--- config.mk ---
export PLATFORM = sky130hd
export DESIGN_NAME = angle_unwrap_position_speed_flat
export DESIGN_NICKNAME = d
export VERILOG_FILES = /design/src/rtl/core/aups_pkg.sv /design/src/rtl/core/aups_req_if.sv /design/src/rtl/core/aups_rsp_if.sv /design/src/rtl/core/angle_unwrap_position_speed.sv /design/src/flat_wrapper.sv
export SDC_FILE = /design/constraint.sdc
export NUM_CORES = 1
export LEC_CHECK = 0
export BUFFER_PORTS_ARGS = -buffer_cell sky130_fd_sc_hd__buf_2
export CAP_MARGIN = 0
export CORE_ASPECT_RATIO = 1.1
export CORE_MARGIN = 10
export CORE_UTILIZATION = 55
export DETAILED_ROUTE_END_ITERATION = 7
export PLACE_DENSITY = 0.78
export REMOVE_ABC_BUFFERS = 1
export SLEW_MARGIN = 10
export SYNTH_ARGS = -nofsm -noshare
export SYNTH_HDL_FRONTEND = slang
export SYNTH_SLANG_ARGS = --single-unit
--- constraint.sdc ---
create_clock -name clock -period 7.6 [get_ports clock]
set_input_delay 0.38 -clock clock [delete_from_list [all_inputs] [get_ports clock]]
set_output_delay 0.38 -clock clock [all_outputs]
set_load 0.01 [all_outputs]
--- src/rtl/core/aups_pkg.sv ---
// ----------------------------------------------------------------------------
// Angle unwrap position and speed package
// Field widths, register indexes, reset values and shared payload types.
// ----------------------------------------------------------------------------
`default_nettype none

package aups_pkg;

   // Field and state widths.
   localparam int ANGLE_W    = 12;
   localparam int TIME_W     = 32;
   localparam int POS_W      = 32;
   localparam int SPEED_W    = 32;
   localparam int SUM_W      = 24;
   localparam int FILL_W     = 8;
   localparam int THR_W      = 12;
   localparam int CSR_DATA_W = 12;
   localparam int CSR_ADDR_W = 1;

   // Magnitude of window sum times the speed scale fits in this many bits.
   localparam int DIVIDEND_W = 34;

   // Speed is given in counts per second from millisecond time.
   localparam int SPEED_SCALE = 1000;

   // Register indexes on the configuration port.
   localparam logic [CSR_ADDR_W-1:0] CSR_JUMP_THRESHOLD = 1'b0;
   localparam logic [CSR_ADDR_W-1:0] CSR_WINDOW_SAMPLES = 1'b1;

   // Register reset values.
   localparam logic [THR_W-1:0]  JUMP_THRESHOLD_RESET = 12'd2000;
   localparam logic [FILL_W-1:0] WINDOW_SAMPLES_RESET = 8'd10;

   typedef logic [ANGLE_W-1:0]    angle_type;
   typedef logic [TIME_W-1:0]     time_type;
   typedef logic [POS_W-1:0]      pos_type;
   typedef logic [SPEED_W-1:0]    speed_type;
   typedef logic [CSR_DATA_W-1:0] csr_data_type;
   typedef logic [CSR_ADDR_W-1:0] csr_addr_type;

endpackage

`default_nettype wire

--- src/rtl/core/aups_req_if.sv ---
// ----------------------------------------------------------------------------
// Angle sample request channel
// Valid/ready channel that carries one angle sample and its time stamp.
// ----------------------------------------------------------------------------
`default_nettype none

interface aups_req_if;
   import aups_pkg::*;

   logic      valid;
   logic      ready;
   angle_type raw_angle;
   time_type  now_ms;

   modport source (output valid, output raw_angle, output now_ms, input ready);
   modport sink   (input valid, input raw_angle, input now_ms, output ready);
endinterface

`default_nettype wire

--- src/rtl/core/aups_rsp_if.sv ---
// ----------------------------------------------------------------------------
// Position and speed response channel
// Valid/ready channel that carries the position and speed for one sample.
// ----------------------------------------------------------------------------
`default_nettype none

interface aups_rsp_if;
   import aups_pkg::*;

   logic      valid;
   logic      ready;
   pos_type   position_count;
   speed_type speed_rate;
   logic      speed_updated;

   modport source (output valid, output position_count, output speed_rate,
                   output speed_updated, input ready);
   modport sink   (input valid, input position_count, input speed_rate,
                   input speed_updated, output ready);
endinterface

`default_nettype wire

--- src/rtl/core/angle_unwrap_position_speed.sv ---
// ----------------------------------------------------------------------------
// Angle unwrap with position and windowed speed
// Unwraps absolute angle samples into a position and computes a speed over
// windows of samples with a bit-serial datapath and a restoring divider.
// ----------------------------------------------------------------------------
// Usage:
//   The req channel takes one item: a raw angle and the millisecond time.
//   The rsp channel returns one item per request: the position, the latest
//   speed and a flag that is set when this sample closed a speed window.
//   The csr port writes the jump threshold and the window length.
// Sequence:
//   An item is accepted in the idle state, then the position, window sum
//   and elapsed time are updated one bit per cycle. A sample that closes
//   a window with nonzero elapsed time then passes the magnitude, the
//   scaling multiply, a 34-step restoring divider and the saturation.
//   Last the item loads the output register; only then is a new item
//   accepted.
// Reset and stalls:
//   Reset clears control and block state and sets registers to defaults.
//   A finished item waits in the output register; the block already works
//   on the next item and holds it in the last step until the register frees.
// ----------------------------------------------------------------------------
`default_nettype none

module angle_unwrap_position_speed #(
   parameter int COUNTS_PER_TURN = 4096
) (
   input  wire                    clock,
   input  wire                    reset,
   aups_req_if.sink               req,
   aups_rsp_if.source             rsp,
   input  wire                    csr_wen,
   input  aups_pkg::csr_addr_type csr_addr,
   input  aups_pkg::csr_data_type csr_wdata
);
   import aups_pkg::*;

   // Delta holds a raw difference or one corrected by a turn.
   localparam int TURN_W  = $clog2(COUNTS_PER_TURN + 1) + 1;
   localparam int DELTA_W = (TURN_W > ANGLE_W + 1) ? TURN_W : ANGLE_W + 1;
   localparam int CNT_W   = $clog2(DIVIDEND_W);

   localparam logic [CNT_W-1:0] SERIAL_LAST = CNT_W'(POS_W - 1);
   localparam logic [CNT_W-1:0] DIV_LAST    = CNT_W'(DIVIDEND_W - 1);
   localparam logic [CNT_W-1:0] SUM_BITS    = CNT_W'(SUM_W);

   localparam logic [2:0] ST_IDLE   = 3'd0;
   localparam logic [2:0] ST_SERIAL = 3'd1;
   localparam logic [2:0] ST_ABS    = 3'd2;
   localparam logic [2:0] ST_MUL    = 3'd3;
   localparam logic [2:0] ST_DIV    = 3'd4;
   localparam logic [2:0] ST_SAT    = 3'd5;
   localparam logic [2:0] ST_OUT    = 3'd6;

   logic [2:0]             state_ff, state_in;
   logic [CNT_W-1:0]       cnt_ff, cnt_in;
   logic [THR_W-1:0]       thr_ff, thr_in;
   logic [FILL_W-1:0]      samples_ff, samples_in;
   angle_type              prev_ff, prev_in;
   pos_type                pos_ff, pos_in;
   logic [SUM_W-1:0]       sum_ff, sum_in;
   logic [FILL_W-1:0]      fill_ff, fill_in;
   time_type               start_ff, start_in;
   speed_type              speed_ff, speed_in;
   time_type               now_ff, now_in;
   time_type               elapsed_ff, elapsed_in;
   logic [DELTA_W-1:0]     delta_ff, delta_in;
   logic                   close_ff, close_in;
   logic                   nonzero_ff, nonzero_in;
   logic                   pos_c_ff, pos_c_in;
   logic                   sum_c_ff, sum_c_in;
   logic                   borrow_ff, borrow_in;
   logic                   neg_ff, neg_in;
   logic [SUM_W-1:0]       mag_ff, mag_in;
   logic [DIVIDEND_W-1:0]  quo_ff, quo_in;
   logic [TIME_W-1:0]      rem_ff, rem_in;
   logic                   rsp_valid_ff, rsp_valid_in;
   pos_type                rsp_pos_ff, rsp_pos_in;
   speed_type              rsp_speed_ff, rsp_speed_in;
   logic                   rsp_upd_ff, rsp_upd_in;

   logic                   req_fire;
   logic                   out_free;
   logic signed [DELTA_W-1:0] dif;
   logic signed [DELTA_W-1:0] thr_s;
   logic signed [DELTA_W-1:0] delta_calc;
   logic [FILL_W-1:0]      ws;
   logic                   close_calc;
   logic                   pos_bit, sum_bit, e_bit;
   logic [TIME_W:0]        trial;
   logic [TIME_W:0]        trial_diff;

   assign req_fire  = req.valid && (state_ff == ST_IDLE);
   assign out_free  = !rsp_valid_ff || rsp.ready;
   assign req.ready = (state_ff == ST_IDLE);

   assign rsp.valid          = rsp_valid_ff;
   assign rsp.position_count = rsp_pos_ff;
   assign rsp.speed_rate     = rsp_speed_ff;
   assign rsp.speed_updated  = rsp_upd_ff;

   // Turn unwrap of the raw difference and window close decision.
   always_comb begin
      dif   = signed'(DELTA_W'(req.raw_angle)) - signed'(DELTA_W'(prev_ff));
      thr_s = signed'(DELTA_W'(thr_ff));
      if (dif < -thr_s) begin
         delta_calc = dif + signed'(DELTA_W'(COUNTS_PER_TURN));
      end else if (dif > thr_s) begin
         delta_calc = dif - signed'(DELTA_W'(COUNTS_PER_TURN));
      end else begin
         delta_calc = dif;
      end
      ws         = (samples_ff == '0) ? FILL_W'(1) : samples_ff;
      close_calc = ({1'b0, fill_ff} + 9'd1) >= {1'b0, ws};
   end

   // Serial adder bits, serial subtractor bit and divider trial.
   always_comb begin
      pos_bit    = pos_ff[0] ^ delta_ff[0] ^ pos_c_ff;
      sum_bit    = sum_ff[0] ^ delta_ff[0] ^ sum_c_ff;
      e_bit      = now_ff[0] ^ start_ff[0] ^ borrow_ff;
      trial      = {rem_ff, quo_ff[DIVIDEND_W-1]};
      trial_diff = trial - {1'b0, elapsed_ff};
   end

   // Next-state logic of the sequencer and datapath.
   always_comb begin
      state_in     = state_ff;
      cnt_in       = cnt_ff;
      thr_in       = thr_ff;
      samples_in   = samples_ff;
      prev_in      = prev_ff;
      pos_in       = pos_ff;
      sum_in       = sum_ff;
      fill_in      = fill_ff;
      start_in     = start_ff;
      speed_in     = speed_ff;
      now_in       = now_ff;
      elapsed_in   = elapsed_ff;
      delta_in     = delta_ff;
      close_in     = close_ff;
      nonzero_in   = nonzero_ff;
      pos_c_in     = pos_c_ff;
      sum_c_in     = sum_c_ff;
      borrow_in    = borrow_ff;
      neg_in       = neg_ff;
      mag_in       = mag_ff;
      quo_in       = quo_ff;
      rem_in       = rem_ff;
      rsp_valid_in = rsp_valid_ff && !rsp.ready;
      rsp_pos_in   = rsp_pos_ff;
      rsp_speed_in = rsp_speed_ff;
      rsp_upd_in   = rsp_upd_ff;

      // Configuration writes must arrive while idle; the block does not check.
      if (csr_wen) begin
         unique case (csr_addr)
            CSR_JUMP_THRESHOLD: thr_in     = csr_wdata;
            CSR_WINDOW_SAMPLES: samples_in = csr_wdata[FILL_W-1:0];
            default: ;
         endcase
      end

      unique case (state_ff)
         ST_IDLE: begin
            if (req_fire) begin
               delta_in   = delta_calc;
               prev_in    = req.raw_angle;
               now_in     = req.now_ms;
               close_in   = close_calc;
               cnt_in     = '0;
               pos_c_in   = 1'b0;
               sum_c_in   = 1'b0;
               borrow_in  = 1'b0;
               nonzero_in = 1'b0;
               state_in   = ST_SERIAL;
            end
         end
         // One bit per cycle: position, window sum and elapsed time.
         ST_SERIAL: begin
            pos_in   = {pos_bit, pos_ff[POS_W-1:1]};
            pos_c_in = (pos_ff[0] & delta_ff[0]) | (pos_ff[0] & pos_c_ff)
                     | (delta_ff[0] & pos_c_ff);
            if (cnt_ff < SUM_BITS) begin
               sum_in   = {sum_bit, sum_ff[SUM_W-1:1]};
               sum_c_in = (sum_ff[0] & delta_ff[0]) | (sum_ff[0] & sum_c_ff)
                        | (delta_ff[0] & sum_c_ff);
            end
            elapsed_in = {e_bit, elapsed_ff[TIME_W-1:1]};
            borrow_in  = (~now_ff[0] & start_ff[0])
                       | (~(now_ff[0] ^ start_ff[0]) & borrow_ff);
            nonzero_in = nonzero_ff | e_bit;
            now_in     = {now_ff[0], now_ff[TIME_W-1:1]};
            start_in   = {start_ff[0], start_ff[TIME_W-1:1]};
            delta_in   = {delta_ff[DELTA_W-1], delta_ff[DELTA_W-1:1]};
            cnt_in     = cnt_ff + CNT_W'(1);
            if (cnt_ff == SERIAL_LAST) begin
               state_in = (close_ff && nonzero_in) ? ST_ABS : ST_OUT;
            end
         end
         // Sign and magnitude of the window sum.
         ST_ABS: begin
            neg_in   = sum_ff[SUM_W-1];
            mag_in   = sum_ff[SUM_W-1] ? (~sum_ff + SUM_W'(1)) : sum_ff;
            state_in = ST_MUL;
         end
         ST_MUL: begin
            quo_in   = DIVIDEND_W'(mag_ff) * DIVIDEND_W'(SPEED_SCALE);
            rem_in   = '0;
            cnt_in   = '0;
            state_in = ST_DIV;
         end
         // Restoring division, one quotient bit per cycle.
         ST_DIV: begin
            if (!trial_diff[TIME_W]) begin
               rem_in = trial_diff[TIME_W-1:0];
               quo_in = {quo_ff[DIVIDEND_W-2:0], 1'b1};
            end else begin
               rem_in = trial[TIME_W-1:0];
               quo_in = {quo_ff[DIVIDEND_W-2:0], 1'b0};
            end
            cnt_in = cnt_ff + CNT_W'(1);
            if (cnt_ff == DIV_LAST) begin
               state_in = ST_SAT;
            end
         end
         // Apply the sign and saturate to the signed speed range.
         ST_SAT: begin
            if (!neg_ff) begin
               if (quo_ff[DIVIDEND_W-1:SPEED_W-1] != '0) begin
                  speed_in = {1'b0, {(SPEED_W-1){1'b1}}};
               end else begin
                  speed_in = quo_ff[SPEED_W-1:0];
               end
            end else begin
               if ((quo_ff[DIVIDEND_W-1:SPEED_W] != '0) ||
                   (quo_ff[SPEED_W-1] && (quo_ff[SPEED_W-2:0] != '0))) begin
                  speed_in = {1'b1, {(SPEED_W-1){1'b0}}};
               end else begin
                  speed_in = ~quo_ff[SPEED_W-1:0] + SPEED_W'(1);
               end
            end
            state_in = ST_OUT;
         end
         // Load the output register and close or advance the window.
         ST_OUT: begin
            if (out_free) begin
               rsp_valid_in = 1'b1;
               rsp_pos_in   = pos_ff;
               rsp_speed_in = speed_ff;
               rsp_upd_in   = close_ff;
               if (close_ff) begin
                  sum_in   = '0;
                  fill_in  = '0;
                  start_in = now_ff;
               end else begin
                  fill_in  = fill_ff + FILL_W'(1);
               end
               state_in = ST_IDLE;
            end
         end
         default: begin
            state_in = ST_IDLE;
         end
      endcase
   end

   // Control and block state.
   always_ff @(posedge clock) begin
      if (reset) begin
         state_ff     <= ST_IDLE;
         cnt_ff       <= '0;
         thr_ff       <= JUMP_THRESHOLD_RESET;
         samples_ff   <= WINDOW_SAMPLES_RESET;
         prev_ff      <= '0;
         pos_ff       <= '0;
         sum_ff       <= '0;
         fill_ff      <= '0;
         start_ff     <= '0;
         speed_ff     <= '0;
         rsp_valid_ff <= 1'b0;
      end else begin
         state_ff     <= state_in;
         cnt_ff       <= cnt_in;
         thr_ff       <= thr_in;
         samples_ff   <= samples_in;
         prev_ff      <= prev_in;
         pos_ff       <= pos_in;
         sum_ff       <= sum_in;
         fill_ff      <= fill_in;
         start_ff     <= start_in;
         speed_ff     <= speed_in;
         rsp_valid_ff <= rsp_valid_in;
      end
   end

   // Working and payload registers.
   always_ff @(posedge clock) begin
      now_ff       <= now_in;
      elapsed_ff   <= elapsed_in;
      delta_ff     <= delta_in;
      close_ff     <= close_in;
      nonzero_ff   <= nonzero_in;
      pos_c_ff     <= pos_c_in;
      sum_c_ff     <= sum_c_in;
      borrow_ff    <= borrow_in;
      neg_ff       <= neg_in;
      mag_ff       <= mag_in;
      quo_ff       <= quo_in;
      rem_ff       <= rem_in;
      rsp_pos_ff   <= rsp_pos_in;
      rsp_speed_ff <= rsp_speed_in;
      rsp_upd_ff   <= rsp_upd_in;
   end

endmodule

`default_nettype wire
--- src/flat_wrapper.sv ---
// flat-port wrapper written by rule: the top's interface ports become plain ports
module angle_unwrap_position_speed_flat import aups_pkg::*;
#(
   parameter int COUNTS_PER_TURN = 4096
)
  (clock, reset, csr_wen, csr_addr, csr_wdata, req_valid, req_raw_angle, req_now_ms, req_ready, rsp_valid, rsp_position_count, rsp_speed_rate, rsp_speed_updated, rsp_ready);
  aups_req_if req_i ();
  aups_rsp_if rsp_i ();
  input  wire clock;
  input  wire reset;
  input  wire csr_wen;
  input  aups_pkg::csr_addr_type csr_addr;
  input  aups_pkg::csr_data_type csr_wdata;
  input wire logic [$bits(req_i.valid)-1:0] req_valid;
  input wire logic [$bits(req_i.raw_angle)-1:0] req_raw_angle;
  input wire logic [$bits(req_i.now_ms)-1:0] req_now_ms;
  output wire logic [$bits(req_i.ready)-1:0] req_ready;
  output wire logic [$bits(rsp_i.valid)-1:0] rsp_valid;
  output wire logic [$bits(rsp_i.position_count)-1:0] rsp_position_count;
  output wire logic [$bits(rsp_i.speed_rate)-1:0] rsp_speed_rate;
  output wire logic [$bits(rsp_i.speed_updated)-1:0] rsp_speed_updated;
  input wire logic [$bits(rsp_i.ready)-1:0] rsp_ready;
  assign req_i.valid = req_valid;
  assign req_i.raw_angle = req_raw_angle;
  assign req_i.now_ms = req_now_ms;
  assign req_ready = req_i.ready;
  assign rsp_valid = rsp_i.valid;
  assign rsp_position_count = rsp_i.position_count;
  assign rsp_speed_rate = rsp_i.speed_rate;
  assign rsp_speed_updated = rsp_i.speed_updated;
  assign rsp_i.ready = rsp_ready;
  angle_unwrap_position_speed #(.COUNTS_PER_TURN(COUNTS_PER_TURN)) u_core (.clock(clock), .reset(reset), .req(req_i), .rsp(rsp_i), .csr_wen(csr_wen), .csr_addr(csr_addr), .csr_wdata(csr_wdata));
endmodule
==> results of run 1 <==
==> how the worst max path moves through the flow <==
stage	endpoint	slack [ns]
2_1_floorplan	u_core.sum_ff[0]	-0.18
3_3_place_gp	u_core.quo_ff[30]	2.13
3_5_place_dp	u_core.quo_ff[30]	2.05
4_1_cts	u_core.quo_ff[30]	2.04
5_1_grt	u_core.quo_ff[30]	1.64
6_report	u_core.quo_ff[30]	2.02
==> area by class of cell <==
| class | instances | area, um2 | area share [%] |
|---|---|---|---|
| sequential | 409 | 10600 | 40.5 |
| inverter | 214 | 805 | 3.08 |
| multi-input combinational | 1716 | 11900 | 45.4 |
| timing repair buffer | 145 | 776 | 2.97 |
| tap | 567 | 709 | 2.72 |
| clock buffer | 60 | 1210 | 4.64 |
| clock inverter | 18 | 169 | 0.647 |
==> metal layers <==
metal / GRT usage [%] / wire length, um
met1: 24.3 / 21900
met3: 3.14 / 2030
met5: 0 / 0
met2: 32.0 / 23900
met4: 4.69 / 948
==> kinds of logic after synthesis <==
| logic type | Yosys count | synth area share (%) |
|---|---|---|
| compound gates | 476 | 13.0 |
| xor+xnor | 101 | 3.74 |
| fa+ha+maj | 244 | 15.8 |
| buf+inv | 334 | 5.46 |
| flops | 409 | 44.7 |
| mux | 30 | 1.29 |
| simple gates | 865 | 16.1 |
==> Yosys cell counts (all sizes together) (4+ instances only) <==
| master | instances | area share, % |
|---|---|---|
| a21o | 38 | 1.2 |
| o211ai | 13 | 0.41 |
| nor3 | 69 | 1.5 |
| o21ai | 66 | 1.4 |
| a22oi | 6 | 0.19 |
| a211o | 8 | 0.30 |
| clkbuf | 97 | 1.5 |
| a21boi | 5 | 0.16 |
| a221oi | 12 | 0.44 |
| or2 | 7 | 0.18 |
| o21bai | 8 | 0.25 |
| or3 | 12 | 0.32 |
| nor2 | 200 | 3.2 |
| mux2 | 4 | 0.19 |
| ha | 153 | 8.1 |
| xnor2 | 64 | 2.4 |
| mux2i | 26 | 1.1 |
| nand4 | 15 | 0.40 |
| edfxtp | 239 | 30 |
| nand3 | 79 | 1.7 |
| inv | 214 | 3.4 |
| nor4 | 14 | 0.42 |
| a31oi | 12 | 0.32 |
| o22ai | 6 | 0.16 |
| nand3b | 5 | 0.16 |
| nor4b | 4 | 0.15 |
| a311oi | 37 | 1.4 |
| and2 | 7 | 0.20 |
| and3 | 7 | 0.18 |
| dfxtp | 170 | 14 |
| nand2b | 12 | 0.32 |
| fa | 91 | 7.7 |
| o21a | 12 | 0.38 |
| o41ai | 10 | 0.37 |
| xor2 | 37 | 1.4 |
| a21oi | 182 | 3.8 |
| o31ai | 19 | 0.68 |
| nor2b | 20 | 0.53 |
| buf | 23 | 0.52 |
| a211oi | 22 | 0.70 |
| nand2 | 401 | 6.4 |
==> power by group through the flow <==
stage          logic [mW]  registers (mW)  clock network [mW]
5_1_grt              8.63            3.80                2.18
3_3_place_gp         7.27            3.74                   0
3_5_place_dp         7.46            3.77                   0
4_1_cts              7.53            3.73                2.10
2_1_floorplan        6.01            3.69                   0
6_report             7.54            3.73                2.06
==> state kept, by name, indices dropped and copies added (netlist names), 3 cells and up <==
name,flops
u_core.cnt_ff,6
u_core.delta_ff,14
u_core.elapsed_ff,32
u_core.fill_ff,8
u_core.mag_ff,24
u_core.now_ff,32
u_core.pos_ff,32
u_core.prev_ff,12
u_core.quo_ff,34
u_core.rem_ff,32
u_core.rsp.position_count,32
u_core.rsp.speed_rate,32
u_core.samples_ff,8
u_core.speed_ff,32
u_core.start_ff,32
u_core.state_ff,3
u_core.sum_ff,24
u_core.thr_ff,12
==> worst max-delay path, stage by stage, from the launching register on <==
cell and delay [ns]:
edfxtp_1 0.45, inv_1 0.19, fa_1 0.47, fa_1 0.54, fa_1 0.44, fa_1 0.51
inv_1 0.04, ha_1 0.37, a211oi_1 0.40, o211ai_1 0.18, a21oi_1 0.22, o21ai_0 0.20
a311oi_1 0.56, o21ai_0 0.24, a31oi_1 0.23, xor2_1 0.16, a21oi_1 0.08
==> through the flow <==
stage / worst slack [ns] / instances / setup TNS, ns / cell area, um2 / power [mW]
after floorplan: -0.178 / 2339 / -4.28 / 23200 / 9.70
after global placement: 2.13 / 3049 / 0 / 24700 / 11.0
after detailed placement: 2.05 / 3049 / 0 / 24700 / 11.2
after CTS: 2.04 / 3129 / 0 / 26100 / 13.4
after global routing: 1.64 / 3129 / 0 / 26100 / 14.6
final: 2.02 / 3129 / 0 / 26100 / 13.3
==> metrics, run 1 <==
Synth cell types=76; static leakage=10.7 nW; worst flop-to-flop path endpoint=u_core.quo_ff[30]; Int Power=between 7 and 8 mW; crit path max fanout=7; worst-margin pin slew=~1.3 ns; Cells after Synth=roughly 2.5k; via count of the first global-routing pass=roughly 17k; # H-tree levels=2; most common cell after layout, fill and taps aside=nand2_1; reg-to-reg startpoint=u_core.mag_ff[3]; Layout Skew=0.0288 ns; switch share=between 40% and 50%; status=complete, no violations; GPL Wtd Cong=approximately 0.86; crit path from=u_core.mag_ff[3]; Hold WC Path Type=in -> reg; WP data required=7.89 ns; postcts setup bufs=0; CTS Buf Count=42; fillcell total=3476; initial antenna violation count=0; Yosys warning total=0; Seq cells post-synth=approximately 410; die footprint=just over 50000 um2; WHS Path Cells=2; TritonCTS clock tree=done; fin crit period=roughly 5.6 ns; Area Growth Syn to Fin=10.3%; Starting Density=55.8%; gr usage total=roughly a fifth; Endpoint, Worst Hold=u_core.thr_ff[10]; EDFF count, synth=239; Vias=17.4k; clock sink count=roughly 410; Peak VDD IR=about 0.37 mV; HPWL Detailed=approximately 35 mm; Worst slew margin=approximately 16%; diode count=0; Sequential Power Share=between 20 and 30%; final wirelength=a little under 50 mm; hold_sp=csr_wdata[10]; Die Y=roughly 240 um; WS Path Type=reg -> reg; max-slew violations=0; Die Wd=~220 um; CTS root buf=clkbuf_16; Residual DRC=0; num ports=129; clock power share=between 15 and 20%; clk slew on worst S/H paths=approximately 0.060 ns; PortBufs=roughly 130; startpoint types=flip-flop; Starting DRT DRC Count=approximately 940; Routed WL per cell=15.6 um; Gate power share=between 50% and 60%; sequential area share after synthesis=44.7%; post-CTS resize count=0; first-pass GRT wire length=approximately 83 mm; largest buffer count on any clock path=3; asr flop ratio synth=0%; Post-Syn Area=approximately 24000 um2; predominant post-synthesis flop cell=edfxtp_1; Mapped Avg Cell Area=9.63 um2; max-cap violation count=0; Clock Latency Late Sink=~0.58 ns; NetSw=~5.7 mW; Layout Nets=~2.8k; RSZ-0062 raised after global routing=false; most frequent cells in the layout=nand2_1 (396), edfxtp_1 (239), inv_1 (212), nor2_1 (199), a21oi_1 (182); via density per instance=5.56; worst r2r path cells=16; Finished Core Util=61.6%; core area=between 40000 and 50000 um2; DR pass1 iterations=5; r2r setup slk=2.02 ns; final setup fails=0; hold_buf cts=2; Site Rows=79; Cell Pwr Density=~500 nW/um2; Final period util=73.4%; worst path arrival time=a little under 6 ns; largest net degree at the start of global routing=100; Hold Fails Final Rpt=0; Worst setup EP type=flip-flop; Detail Route Antenna Nets=0; total grt overflow=0; WHS=roughly 0.034 ns; fmax=approximately 180 MHz; share of cells above drive strength 1=roughly a tenth
(Power assumes the default switching activity.)
==> run 2: changes to the inputs <==
clock period = 5.3 ns   (was 7.6 ns; I/O delays follow)
==> metrics, run 2 (same netlist as run 1, synthesis figures left out) <==
largest buffer count on any clock path=3 (unchanged); status=complete, no violations; placed cell area=24800 um2 (+0.24%); crit path max fanout=6 (-1); core area=42400 um2 (unchanged); Die Wd=218 um (unchanged); global-route layer with the greatest usage=met2; WHS=0.0958 ns (+0.0620 ns); Site Rows=79 (unchanged); clock sink count=409 (unchanged); Layout Nets=2902 (+2.4%); Starting DRT DRC Count=1000 (+6.3%); Cell Pwr Density=733 nW/um2 (+44%); max reg flops=34 (unchanged); WS Path Type=reg -> reg; via count of the first global-routing pass=17.6k (+3.6%); Finished Core Util=63.3% (+1.7 points); Largest delay share family, worst path=adder cells; most common cell after layout, fill and taps aside=nand2_1; met3 usage=2.76% (-0.38 points); largest net degree at the start of global routing=86 (-14%); gr usage total=19.2% (+0.48 points); fin crit period=5.02 ns (-0.552 ns); worst r2r path cells=19 (+3); Final WS setup=0.275 ns (-1.75 ns); Final Non-Filler Cells=3198 (+2.2%); hold_sp=rsp_ready; die footprint=51800 um2 (unchanged); Hold Fails Final Rpt=0 (unchanged); fmax=199 MHz (+11%); Residual DRC=0 (unchanged); WP data required=5.60 ns (-2.29 ns); Clock Latency Late Sink=0.59 ns (about the same); final wirelength=50.2 mm (+3.0%); Multi-input gate area=11900 um2 (+0.22%); PortBufs=128 (unchanged); Largest stage delay, worst path=0.53 ns (-0.03 ns); most frequent cells in the layout=nand2_1 (396), edfxtp_1 (239), inv_1 (210), nor2_1 (199), a21oi_1 (181); post-place setup slack=-0.0149 ns (-2.06 ns); # H-tree levels=2 (unchanged); via density per instance=5.56 (about the same); Starting Density=55.8% (unchanged); Detail Route Antenna Nets=0 (unchanged); RSZ-0062 raised after global routing=false; r2r setup slk=0.28 ns (-1.75 ns); first-pass GRT wire length=84.3 mm (+2.2%); max-cap violation count=0 (unchanged); total grt overflow=0 (unchanged); CTS root buf=clkbuf_16; CTS Buf Count=43 (+2.4%); Routed WL per cell=15.7 um (+0.77%); Worst setup EP type=flip-flop; Seq. cell area=10600 um2 (unchanged); max-slew violations=0 (unchanged); Peak VDD IR=0.564 mV (+53%); TritonCTS clock tree=done; share of cells above drive strength 1=10.1% (+0.55 points); Biggest register=u_core.quo_ff; Area Growth Syn to Fin=13.3%; HPWL Detailed=35.8 mm (+2.6%); met2 Use GR=33.8% (+1.7 points); static leakage=11.0 nW (+3.0%); Layout Skew=0.0184 ns (-0.0104 ns); diode count=0 (unchanged); DR pass1 iterations=5 (unchanged); post-route cell area=26800 um2 (+2.8%); Buf/Inv on CP=5 (+3); routing usage on met1=24.1% (-0.23 points); slowest CP cell=fa_1; Worst slew margin=16.2% (+0.028 points); Endpoint, Worst Hold=u_core.rsp.valid; clk slew on worst S/H paths=0.06 ns (about the same); worst path arrival time=5.33 ns (-0.53 ns); Die Y=238 um (unchanged); GPL Wtd Cong=0.885 (+2.8%); final setup fails=0 (unchanged); reg-to-reg startpoint=u_core.mag_ff[2]; startpoint types=flip-flop; Final period util=94.8% (+21 points); Placed Cells=3057 (+0.26%); Most common cell on crit path=fa_1; worst-margin pin slew=1.26 ns (-0.000423 ns); worst flop-to-flop path endpoint=u_core.quo_ff[33]; WHS Path Cells=3 (+1); crit-path cells=buf_4 > fa_1 > fa_1 > inv_1 > fa_1 > fa_1 > inv_1 > ha_1 > buf_4 > o211ai_1 > o211ai_1 > a21oi_2 > o21ai_1 > a31o_2 > a211oi_1 > buf_4 > o41ai_1 > xnor2_1 > o21ai_0; Hold WC Path Type=in -> reg; initial antenna violation count=0 (unchanged); fillcell total=3391 (-2.4%); Vias=17.8k (+2.3%); num ports=129 (unchanged)
-- run 2: area by class of cell --
class                           count  share of cell area, %
Multi-Input combinational cell   1716                   44.3
Sequential cell                   409                   39.4
Timing Repair Buffer              212                   5.27
Clock buffer                       67                   4.97
Inverter                          214                   3.00
Tap cell                          567                   2.64
Clock inverter                     13                  0.396
-- run 2: per-layer routing --
layer / up-vias / part of all wire, %
met3: 62 / 4.2
met1: 8524 / 43
li1: 8821 / -
met5: - / 0
met2: 381 / 50
met4: 0 / 2.1
-- run 2: how the worst max path moves through the flow --
stage / startpoint / endpoint / cells after the start
floorplan: u_core.state_ff[1] / u_core.sum_ff[0] / 6
global route: u_core.mag_ff[5] / u_core.quo_ff[30] / 16
CTS: u_core.mag_ff[2] / u_core.quo_ff[31] / 16
detailed placement: u_core.mag_ff[2] / u_core.quo_ff[30] / 16
global placement: u_core.mag_ff[2] / u_core.quo_ff[30] / 16
finish: u_core.mag_ff[2] / u_core.quo_ff[33] / 19
-- run 2: worst min-delay path: stages --
cell and delay (ns):
buf_2 0.11, nand2b_1 0.16, a21oi_1 0.08
-- run 2: stage by stage --
step,power [mW],TNS (ns)
after CTS,19.5,0
after global placement,16.0,0
after detailed placement,16.3,-0.0149
final,19.7,0
after global routing,21.5,0
after floorplan,13.9,-141.23
-- run 2: timing repair --
action,4_1_cts,5_1_grt
pin swaps,0,2
endpoints found under the hold margin,64,0
hold buffers,56,0
resized for setup,1,9
endpoints found under the setup margin,1,11
buffers inserted,0,5
-- run 2: where the power goes --
group	internal [mW]	total, mW	switching (mW)
Combinational	4.79	11.3	6.51
Clock	1.76	3.01	1.25
Sequential	4.77	5.35	0.579
Total	11.3	19.7	8.35
